## config.mk

```make
export PLATFORM = sky130hd
export DESIGN_NAME = env_assignment_line_parser
export DESIGN_NICKNAME = d
export VERILOG_FILES = /design/src/hw/rtl/ealp_pkg.sv /design/src/hw/rtl/env_assignment_line_parser.sv
export VERILOG_INCLUDE_DIRS = /design/src /design/src/hw/rtl
export SDC_FILE = /design/constraint.sdc
export NUM_CORES = 1
export LEC_CHECK = 0
export BUFFER_PORTS_ARGS = -buffer_cell sky130_fd_sc_hd__buf_2
export CAP_MARGIN = 20
export CORE_MARGIN = 8
export CORE_UTILIZATION = 45
export DETAILED_ROUTE_END_ITERATION = 16
export PLACE_DENSITY = 0.61
export SETUP_SLACK_MARGIN = 0.5
export SLEW_MARGIN = 10
export SYNTH_ARGS = -nofsm -noshare
export SYNTH_HDL_FRONTEND = slang
export SYNTH_SLANG_ARGS = --single-unit
```

## constraint.sdc

```tcl
create_clock -name clk -period 17.4 [get_ports clk]
set_clock_uncertainty 0.05 [all_clocks]
set_input_delay 3.48 -clock clk [delete_from_list [all_inputs] [get_ports clk]]
set_output_delay 3.48 -clock clk [all_outputs]
set_load 0.01 [all_outputs]
```

## src/hw/rtl/env_assignment_line_parser_defines.svh

```systemverilog
// assertion macros shared by the line parser rtl
`ifndef ENV_ASSIGNMENT_LINE_PARSER_DEFINES_SVH
`define ENV_ASSIGNMENT_LINE_PARSER_DEFINES_SVH

// same-cycle implication, checked outside reset
`define EALP_ASSERT_NOW(lbl, ante, cons, msg) \
  lbl: assert property (@(posedge clk) disable iff (!rst_n) (ante) |-> (cons)) \
    else $error(msg);

// next-cycle implication, checked outside reset
`define EALP_ASSERT_NEXT(lbl, ante, cons, msg) \
  lbl: assert property (@(posedge clk) disable iff (!rst_n) (ante) |=> (cons)) \
    else $error(msg);

`endif

```

## src/hw/rtl/ealp_pkg.sv

```systemverilog
// types, constants and byte classes for the assignment line parser
package ealp_pkg;

  localparam int BUF_BYTES = 4096;
  localparam int OFF_W     = $clog2(BUF_BYTES + 1);
  localparam int FIELD_W   = 12;

  localparam logic [7:0] CH_HASH  = 8'h23;
  localparam logic [7:0] CH_EQ    = 8'h3d;
  localparam logic [7:0] CH_UNDER = 8'h5f;
  localparam logic [7:0] CH_SPACE = 8'h20;
  localparam logic [7:0] CH_TAB   = 8'h09;
  localparam logic [7:0] CH_VT    = 8'h0b;
  localparam logic [7:0] CH_FF    = 8'h0c;
  localparam logic [7:0] CH_LF    = 8'h0a;
  localparam logic [7:0] CH_CR    = 8'h0d;
  localparam logic [7:0] CH_NUL   = 8'h00;

  // scan modes
  localparam logic [2:0] M_LINE   = 3'd0;
  localparam logic [2:0] M_NAME   = 3'd1;
  localparam logic [2:0] M_NAMEWS = 3'd2;
  localparam logic [2:0] M_EQ     = 3'd3;
  localparam logic [2:0] M_VALUE  = 3'd4;
  localparam logic [2:0] M_TAIL   = 3'd5;
  localparam logic [2:0] M_SKIP   = 3'd6;

  typedef struct packed {
    logic [7:0] data_byte;
    logic       last_byte;
  } in_item_t;

  typedef struct packed {
    logic [FIELD_W-1:0] name_start;
    logic [FIELD_W-1:0] name_len;
    logic [FIELD_W-1:0] value_start;
    logic [FIELD_W-1:0] value_len;
  } out_item_t;

  function automatic logic is_blank(input logic [7:0] c);
    return c inside {CH_SPACE, CH_TAB, CH_VT, CH_FF};
  endfunction

  function automatic logic is_eol(input logic [7:0] c);
    return c inside {CH_LF, CH_CR, CH_NUL};
  endfunction

  function automatic logic is_ident(input logic [7:0] c);
    return c inside {[8'h61:8'h7a], [8'h41:8'h5a], [8'h30:8'h39], CH_UNDER};
  endfunction

endpackage

```

## src/hw/rtl/env_assignment_line_parser.sv

```systemverilog
// Streaming NAME = VALUE line finder, one text byte per cycle unless stalled.
// Input channel: in_valid/in_stall with in_data (data_byte, last_byte).
//   last_byte closes any open line; the next byte starts a new buffer at 0.
// Result channel: out_valid/out_stall with out_data giving name_start,
//   name_len, value_start and value_len of each valid line, sent when
//   the line ends (CR, LF, NUL, end of buffer).
// Throughput: one byte per cycle unless stalled, set by the combinational
//   scan mode update between the input register and the result register.
// Result path: the byte that ends a line passes the input register and
//   the scan logic, and its result is then held in the result register.
// A stalled result is held in the output register while one more byte
//   is taken into the input register; further bytes stall until the
//   result transfers.
// Bytes beyond the buffer size are dropped with no result until a byte
//   marked last arrives.
// Reset: synchronous active-low rst_n empties both registers and returns
//   the scanner to line start at offset 0; the block takes bytes in the
//   cycle after reset is released.
module env_assignment_line_parser (
  input  logic                clk,
  input  logic                rst_n,
  input  logic                in_valid,
  output logic                in_stall,
  input  ealp_pkg::in_item_t  in_data,
  output logic                out_valid,
  input  logic                out_stall,
  output ealp_pkg::out_item_t out_data
);
  import ealp_pkg::*;

  `include "env_assignment_line_parser_defines.svh"

  logic            in1_valid_r;
  in_item_t        in1_data_r;
  logic            advance;
  logic            take1;

  logic [2:0]       mode_r, mode_nxt;
  logic [OFF_W-1:0] off_r, off_nxt;
  logic [OFF_W-1:0] name_start_r, name_start_nxt;
  logic [OFF_W-1:0] name_len_r, name_len_nxt;
  logic [OFF_W-1:0] val_start_r, val_start_nxt;
  logic [OFF_W-1:0] val_len_r, val_len_nxt;
  logic             emit;

  logic             out_valid_r;
  out_item_t        out_data_r;
  out_item_t        res;

  logic [7:0]       c;
  logic             last;
  logic             buf_full;
  logic             buf_end;

  assign advance  = !out_valid_r || !out_stall;
  assign take1    = in1_valid_r && advance;
  assign in_stall = in1_valid_r && !advance;

  assign c        = in1_data_r.data_byte;
  assign last     = in1_data_r.last_byte;
  assign buf_full = (off_r == OFF_W'(BUF_BYTES));
  assign buf_end  = last || (off_r == OFF_W'(BUF_BYTES - 1));

  always_comb begin
    mode_nxt       = mode_r;
    off_nxt        = off_r;
    name_start_nxt = name_start_r;
    name_len_nxt   = name_len_r;
    val_start_nxt  = val_start_r;
    val_len_nxt    = val_len_r;
    emit           = 1'b0;

    if (buf_full) begin
      if (last) begin
        mode_nxt = M_LINE;
        off_nxt  = '0;
      end
    end else begin
      case (mode_r)
        M_LINE: begin
          if (is_blank(c) || is_eol(c)) begin
            mode_nxt = M_LINE;
          end else if (c == CH_HASH) begin
            mode_nxt = M_SKIP;
          end else if (is_ident(c)) begin
            name_start_nxt = off_r;
            name_len_nxt   = OFF_W'(1);
            mode_nxt       = M_NAME;
          end else if (c == CH_EQ) begin
            name_start_nxt = off_r;
            name_len_nxt   = '0;
            mode_nxt       = M_EQ;
            val_start_nxt  = off_r + OFF_W'(1);
            val_len_nxt    = '0;
          end else begin
            mode_nxt = M_SKIP;
          end
        end
        M_NAME, M_NAMEWS: begin
          if (mode_r == M_NAME && is_ident(c)) begin
            name_len_nxt = name_len_r + OFF_W'(1);
          end else if (is_blank(c)) begin
            mode_nxt = M_NAMEWS;
          end else if (c == CH_EQ) begin
            mode_nxt      = M_EQ;
            val_start_nxt = off_r + OFF_W'(1);
            val_len_nxt   = '0;
          end else if (is_eol(c)) begin
            mode_nxt = M_LINE;
          end else begin
            mode_nxt = M_SKIP;
          end
        end
        M_EQ: begin
          if (is_blank(c)) begin
            val_start_nxt = off_r + OFF_W'(1);
          end else if (is_eol(c)) begin
            emit     = 1'b1;
            mode_nxt = M_LINE;
          end else if (c == CH_HASH) begin
            mode_nxt = M_TAIL;
          end else begin
            val_len_nxt = OFF_W'(1);
            mode_nxt    = M_VALUE;
          end
        end
        M_VALUE: begin
          if (is_eol(c)) begin
            emit     = 1'b1;
            mode_nxt = M_LINE;
          end else if (c == CH_HASH) begin
            mode_nxt = M_TAIL;
          end else if (!is_blank(c)) begin
            // trimmed length runs to the last non-blank byte
            val_len_nxt = off_r - val_start_r + OFF_W'(1);
          end
        end
        M_TAIL: begin
          if (is_eol(c)) begin
            emit     = 1'b1;
            mode_nxt = M_LINE;
          end
        end
        default: begin
          if (is_eol(c)) begin
            mode_nxt = M_LINE;
          end
        end
      endcase

      if (buf_end) begin
        // an open assignment is closed by the end of the buffer
        if (!emit && (mode_nxt == M_EQ || mode_nxt == M_VALUE || mode_nxt == M_TAIL)) begin
          emit = 1'b1;
        end
        mode_nxt = M_LINE;
        off_nxt  = last ? '0 : OFF_W'(BUF_BYTES);
      end else begin
        off_nxt = off_r + OFF_W'(1);
      end
    end
  end

  always_comb begin
    res.name_start  = FIELD_W'(name_start_nxt);
    res.name_len    = FIELD_W'(name_len_nxt);
    res.value_start = FIELD_W'(val_start_nxt);
    res.value_len   = FIELD_W'(val_len_nxt);
  end

  // input register
  always_ff @(posedge clk) begin
    if (!rst_n) begin
      in1_valid_r <= 1'b0;
    end else if (!in_stall) begin
      in1_valid_r <= in_valid;
    end
  end

  always_ff @(posedge clk) begin
    if (in_valid && !in_stall) begin
      in1_data_r <= in_data;
    end
  end

  // scanner state
  always_ff @(posedge clk) begin
    if (!rst_n) begin
      mode_r       <= M_LINE;
      off_r        <= '0;
      name_start_r <= '0;
      name_len_r   <= '0;
      val_start_r  <= '0;
      val_len_r    <= '0;
    end else if (take1) begin
      mode_r       <= mode_nxt;
      off_r        <= off_nxt;
      name_start_r <= name_start_nxt;
      name_len_r   <= name_len_nxt;
      val_start_r  <= val_start_nxt;
      val_len_r    <= val_len_nxt;
    end
  end

  // result register
  always_ff @(posedge clk) begin
    if (!rst_n) begin
      out_valid_r <= 1'b0;
    end else if (take1 && emit) begin
      out_valid_r <= 1'b1;
    end else if (!out_stall) begin
      out_valid_r <= 1'b0;
    end
  end

  always_ff @(posedge clk) begin
    if (take1 && emit) begin
      out_data_r <= res;
    end
  end

  assign out_valid = out_valid_r;
  assign out_data  = out_data_r;

  `EALP_ASSERT_NOW(a_off_range, 1'b1, off_r <= OFF_W'(BUF_BYTES), "offset past buffer size")
  `EALP_ASSERT_NOW(a_full_idle, buf_full, mode_r == M_LINE, "full buffer with open line")
  `EALP_ASSERT_NOW(a_name_track, mode_r == M_NAME,
    ({1'b0, name_start_r} + {1'b0, name_len_r}) == {1'b0, off_r}, "name length out of step")
  `EALP_ASSERT_NOW(a_value_order, mode_r == M_VALUE, val_start_r <= off_r,
    "value start ahead of offset")
  `EALP_ASSERT_NEXT(a_in_hold, in_stall, in1_valid_r && $stable(in1_data_r),
    "held byte lost while stalled")

endmodule
```

==> results of run 1 <==
## flip-flops by register name, summed over array words and instances (netlist names)
| signal | count |
|---|---|
| out_data | 48 |
| off_r | 13 |
| name_len_r | 12 |
| name_start_r | 12 |
| val_len_r | 12 |
| val_start_r | 12 |
| c | 8 |
| mode_r | 3 |
| in1_valid_r | 1 |
| last | 1 |
| out_valid | 1 |
## per-stage QoR
step           utilization, %  worst slack (ps)
2_1_floorplan               -              9194
3_3_place_gp            48.51              9948
3_5_place_dp            48.61              9941
4_1_cts                 52.80              9938
5_1_grt                 52.80              9916
6_report                52.80              9931
## final timing paths
path | from | end
setup / recovery | out_stall | in_stall
hold / removal | val_len_r[0]$_SDFFE_PN0P_ | val_len_r[0]$_SDFFE_PN0P_
setup reg to reg | mode_r[1]$_SDFFE_PN0P_ | out_data[2]$_DFFE_PP_
hold reg to reg | val_len_r[0]$_SDFFE_PN0P_ | val_len_r[0]$_SDFFE_PN0P_
## layout make-up
type	count	area, um2	share of cell area [%]
Inverter	28	105.1	1.370
Sequential cell	123	3033	39.52
Tap cell	184	230.2	3.000
Clock inverter	12	171.4	2.234
Timing Repair Buffer	66	347.8	4.533
Clock buffer	20	436.7	5.691
Multi-Input combinational cell	492	3349	43.65
## tightest hold or removal path: cells and delay by family (launching register included)
family | cells | cell delay (ps)
AOI/OAI and AO/OA | 1 | 50
DFF | 1 | 310
and+or+nand+nor | 1 | 50
## layer usage
| metal | track usage (%) | up-vias | wire, um | share of wire, % |
|---|---|---|---|---|
| met5 | 0 | - | 0 | 0 |
| met4 | 7.323 | 0 | 274 | 1.6 |
| met3 | 4.178 | 26 | 1072 | 6.4 |
| met2 | 26.72 | 231 | 7558 | 45 |
| met1 | 22.90 | 2670 | 7718 | 46 |
| li1 | - | 2670 | - | - |
## layout by cell type, fill, tap and decap left out, drive strengths merged, types with 24 or more instances in the layout
cell type  instances
a21oi             32
buf               66
dfxtp             66
edfxtp            57
ha                24
inv               29
nand2             48
nand3             36
nor2              41
nor3              27
o21ai             55
## power by group through the flow
| stage | registers, mW | clock network, mW | logic [mW] |
|---|---|---|---|
| after floorplan | 0.322 | 0 | 0.0639 |
| after global placement | 0.324 | 0 | 0.0782 |
| after detailed placement | 0.325 | 0 | 0.0801 |
| after CTS | 0.319 | 0.372 | 0.0806 |
| after global routing | 0.320 | 0.384 | 0.0890 |
| final | 0.319 | 0.366 | 0.0808 |
## logic make-up after synthesis
logic type	count (synthesis)	synth area share, %
flops	123	45.23
mux	14	2.892
xor+xnor	23	3.004
fa+ha+maj	26	4.926
simple gates	221	16.89
compound gates	208	22.02
buf+inv	77	5.038
==> qor.yml, run 1 <==
critical_path_buf_inv_count: 2
p_sw_uw: 186.4
power_density_nw_per_um2: 99.75
max_stage_delay_ps: 200
die_y_um: 138.1
clk_pin_slew_ps: 50
p_total_uw: 765.4
area_growth_pct: 14.44
hold_buffers: 0
clock_path_buffers: 2
gr-total-overflow: 0
initial_core_util_pct: 46.13
seqPwrFrac_pct: 41.6
synth_top_area_share_pct: 25.53
avgSynthCellArea_um2: 9.690
r2r_setup_slack_ps: 13760
vdd_drop_max_uv: 61.91
start_kind: "input port"
vias: 5597
grtUsageTotal_pct: 17.40
combPwrFrac_pct: 10.6
drt_iter0_drc: 408
h-tree-depth: 4
post_drt_wl_per_cell_um: 17.97
dr.pass1.iters: 5
period_share_pct: 42.93
cp_max_fo: 3
rsz0062_at_grt: "false"
synthFlopType: "dfxtp_1"
clock-root-buffer: "clkbuf_16"
syn_inst: 692
synthTopCellsByArea: "edfxtp_1, dfxtp_1, ha_1"
cts_setup_buffers: 0
reg2regPathDepth: 8
final_cells: 925
hp-class: "register to register"
clkPwrFrac_pct: 47.8
worstHoldPathCells: 2
viasPerCell: 6.051
power_switching_share_pct: 24.36
drtAntennaViolNets: 0
grt_max_degree: 46
insertion_delay_ps: 420
finalHoldViolations: 0
cp_slowest_cell: "and3_1"
fin_area_um2: 7674
outcome: "finished clean"
path_depth: 3
fillers: 1314
die_x_um: 138.1
max_clock_freq_mhz: 133.9
dp_hpwl_um: 11490
cts_resized: 0
ys_seq_elements: 123
critPathArrivalTime_ps: 3940
rows: 44
synthArstFlopShare_pct: 0
fin_setup_tns_ps: 0
period_needed_ps: 7469
clock_sinks: 123
worst_pin_slew_ps: 1100
intPower_uw: 579.0
drc: 0
ys_types: 82
syn-num-nets: 730
crit_type: "input port to primary output"
die_area_um2: 19060
slew_headroom_pct: 26.18
endpoint_kind: "primary output"
grt_pass1_vias: 5401
synth_warnings: 0
cap_violations: 0
wl_um: 16620
place_inst: 893
yosysMostFrequentCell: "dfxtp_1"
cpMostUsedCell: "buf_2"
synth_commonest_cells: "dfxtp_1, edfxtp_1, o21ai_0"
required_ps: 13870
yosysSeqAreaShare_pct: 45.23
io_pins: 63
cts_tree: "yes"
gp_congestion: 0.8223
n_antenna_cell: 0
core_um2: 14530
place.port_buffers: 62
slew_viol_final: 0
synth_top_area_cell: "edfxtp_1"
antenna_found_initial: 0
synth-edff-count: 57
path_cells: "buf_2 > and3_1 > buf_2"
grt_pass1_wl_um: 27600
drive_gt1_share_pct: 17.41
leakage_nw: 2.877
cts_buffers: 17
syn_area_um2: 6705
timing.hold.ws_ps: 403.2
fin_nets: 766
placed_cell_area_um2: 7066
critPathTopFamily: "buffers and inverters"
setup_violations: 0
Note: power is estimated with default switching activity, not from simulation.
==> run 2, diff against run 1 <==
--- a/config.mk
+++ b/config.mk
@@ -6,6 +6,7 @@
 export SDC_FILE = /design/constraint.sdc
 export NUM_CORES = 1
 export LEC_CHECK = 0
+export ABC_AREA = 1
 export BUFFER_PORTS_ARGS = -buffer_cell sky130_fd_sc_hd__buf_2
 export CAP_MARGIN = 20
 export CORE_MARGIN = 8
==> constraint.sdc (replaced) <==
create_clock -name clk -period 7.6 [get_ports clk]
set_clock_uncertainty 0.05 [all_clocks]
set_input_delay 1.52 -clock clk [delete_from_list [all_inputs] [get_ports clk]]
set_output_delay 1.52 -clock clk [all_outputs]
set_load 0.01 [all_outputs]
==> run 2 against run 1 <==
- global-route usage decreased by 0.77 points
- critical path type unchanged
- first-iteration DRC count increased by 9.6%
- highest routed layer unchanged
- sequential share of layout area decreased by 1.1 points
- count of clock-buffer cells in the layout increased by 2
==> qor.yml, run 2 <==
synthTopCellsByArea: "edfxtp_1, dfxtp_1, nand2_1"
synth_top_area_cell: "edfxtp_1"
outcome: "finished clean"
grt_pass1_vias: 5282  # -2.2%
largest_reg_flops: 48  # unchanged
insertion_delay_ps: 430  # about the same
finalHoldViolations: 0  # unchanged
cts_setup_buffers: 0  # unchanged
hp-class: "register to register"
layout_setup_ws_ps: 4125  # -5806 ps
synthArstFlopShare_pct: 0  # unchanged
die_y_um: 138.7  # +0.45%
syn-num-nets: 928  # +27%
clock_sinks: 123  # unchanged
pre_cts_ws_ps: 3825  # -6117 ps
synth-edff-count: 57  # unchanged
drt_iter0_drc: 447  # +9.6%
cts_tree: "yes"
initial_core_util_pct: 45.22  # -0.91 points
vias: 5869  # +4.9%
fin_nets: 985  # +29%
place.port_buffers: 62  # unchanged
synthFlopType: "dfxtp_1"
gp_congestion: 0.8384  # +2.0%
syn_area_um2: 6773  # +1.0%
period_share_pct: 45.72
clk_pin_slew_ps: 50  # about the same
timing.hold.ws_ps: 424.3  # +21.10 ps
period_needed_ps: 3475
final_cell_mix: "nand2_1, inv_1, nor2_1"
yosysMostFrequentCell: "nand2_1"
grt_pass1_wl_um: 26120  # -5.4%
cp_max_fo: 3  # unchanged
final_cells: 1148  # +24%
crit_type: "input port to primary output"
max_stage_delay_ps: 130  # -70 ps
drtAntennaViolNets: 0  # unchanged
layout_commonest_cell: "nand2_1"
antenna_found_initial: 0  # unchanged
slew_headroom_pct: 31.46  # +5.3 points
die_x_um: 138.7  # +0.45%
vdd_drop_max_uv: 158.7  # +160%
die_area_um2: 19230  # +0.89%
synth_warnings: 0  # unchanged
hold_buffers: 0  # unchanged
max_clock_freq_mhz: 287.8
io_pins: 63  # unchanged
ys_types: 47  # -43%
p_total_mw: 1.811  # +140%
cap_violations: 0  # unchanged
required_ps: 6030  # -7840 ps
viasPerCell: 5.112  # -16%
worst_pin_slew_ps: 1024  # -75.62 ps
dr.pass1.iters: 5  # unchanged
rsz0062_at_grt: "false"
leakage_nw: 3.668  # +27%
rows: 45  # +2.3%
ys_seq_elements: 123  # unchanged
cp_slowest_cell: "buf_2"
avgSynthCellArea_um2: 7.610  # -21%
core_um2: 14980  # +3.0%
gr-total-overflow: 0  # unchanged
clock-root-buffer: "clkbuf_16"
cts_resized: 0  # unchanged
endpoint_kind: "primary output"
h-tree-depth: 4  # unchanged
yosysSeqAreaShare_pct: 44.78  # -0.45 points
synth_commonest_cells: "nand2_1, inv_1, nor2_1"
drive_gt1_share_pct: 12.81  # -4.6 points
slew_viol_final: 0  # unchanged
cts_buffers: 17  # unchanged
grt_max_degree: 60  # +30%
synth_top_area_share_pct: 25.27  # -0.25 points
start_kind: "input port"
cpMostUsedCell: "buf_2"
path_cells: "buf_2 > nand3_1 > inv_1 > buf_2"
place_inst: 1114  # +25%
area_growth_pct: 16.42
post_drt_wl_per_cell_um: 13.80  # -23%
fin_setup_tns_ps: 0  # unchanged
power_density_nw_per_um2: 229.7  # +130%
wl_um: 15840  # -4.7%
n_antenna_cell: 0  # unchanged
drc: 0  # unchanged
critPathArrivalTime_ps: 1900  # -2040 ps
setup_violations: 0  # unchanged
clock_path_buffers: 2  # unchanged
grtUsageTotal_pct: 16.63  # -0.77 points
syn_inst: 890  # +29%
dp_hpwl_um: 11010  # -4.2%
==> run 2: changes by cell type after synthesis, sizes merged, moves of 12 or more <==
| cell | before | now |
|---|---|---|
| o21ba | 16 | 0 |
| a31oi | 20 | 2 |
| a21oi | 32 | 64 |
| nor2 | 41 | 91 |
| inv | 28 | 141 |
| nand2 | 48 | 192 |
| o21ai | 55 | 91 |
| nand3 | 36 | 54 |
| nor4 | 14 | 2 |
| mux2 | 13 | 0 |
==> run 2: per-stage QoR <==
stage / instance area, um2 / utilization [%]
2_1_floorplan: 6773 / -
3_3_place_gp: 7219 / 48.20
3_5_place_dp: 7219 / 48.20
4_1_cts: 7858 / 52.46
5_1_grt: 7885 / 52.65
6_report: 7885 / 52.65
==> run 2: final cells by class <==
class                   instances  area, um2
clock buffers                  22      475.5
clock inverters                10      162.7
fillers                      1443       7092
inverters                     142      535.5
multi-input cells             596       3083
flip-flops and latches        123       3033
well taps                     188      235.2
repair buffers                 67      360.3
==> run 2: worst paths after layout <==
path                           from                      to  slack, ps  cells after the start
max                       out_stall                in_stall       4130                      4
min reg2reg  off_r[12]$_SDFFE_PN0P_  off_r[12]$_SDFFE_PN0P_        420                      2
min          off_r[12]$_SDFFE_PN0P_  off_r[12]$_SDFFE_PN0P_        420                      2
max reg2reg  mode_r[1]$_SDFFE_PN0P_  out_data[18]$_DFFE_PP_       4330                     14
==> run 2: cell families after synthesis <==
| family | Yosys count | synth area share, % |
|---|---|---|
| adders and majority gates | 25 | 4.729 |
| DFF | 123 | 44.78 |
| AOI/OAI and AO/OA | 187 | 15.48 |
| buffers and inverters | 171 | 9.699 |
| xor gates and xnor gates | 15 | 1.940 |
| and+or+nand+nor | 369 | 23.37 |
==> run 2: worst max-delay path: cells and delay by family <==
family	cells	cell delay, ps
buffers and inverters	3	280
AND/OR/NAND/NOR	1	110
==> run 2: routing by layer <==
layer | up-vias | part of all wire (%) | GRT usage, % | wire [um]
li1 | 3047 | - | - | -
met4 | 0 | 1.6 | 6.644 | 252
met3 | 19 | 5.6 | 3.924 | 881
met1 | 2667 | 50 | 22.75 | 7923
met5 | - | 0 | 0 | 0
met2 | 136 | 43 | 24.81 | 6784
==> run 2: report_power, final <==
part / internal [mW] / total, mW / switching [mW]
Clock: 0.576 / 0.871 / 0.295
Combinational: 0.0645 / 0.196 / 0.131
Sequential: 0.727 / 0.745 / 0.0176
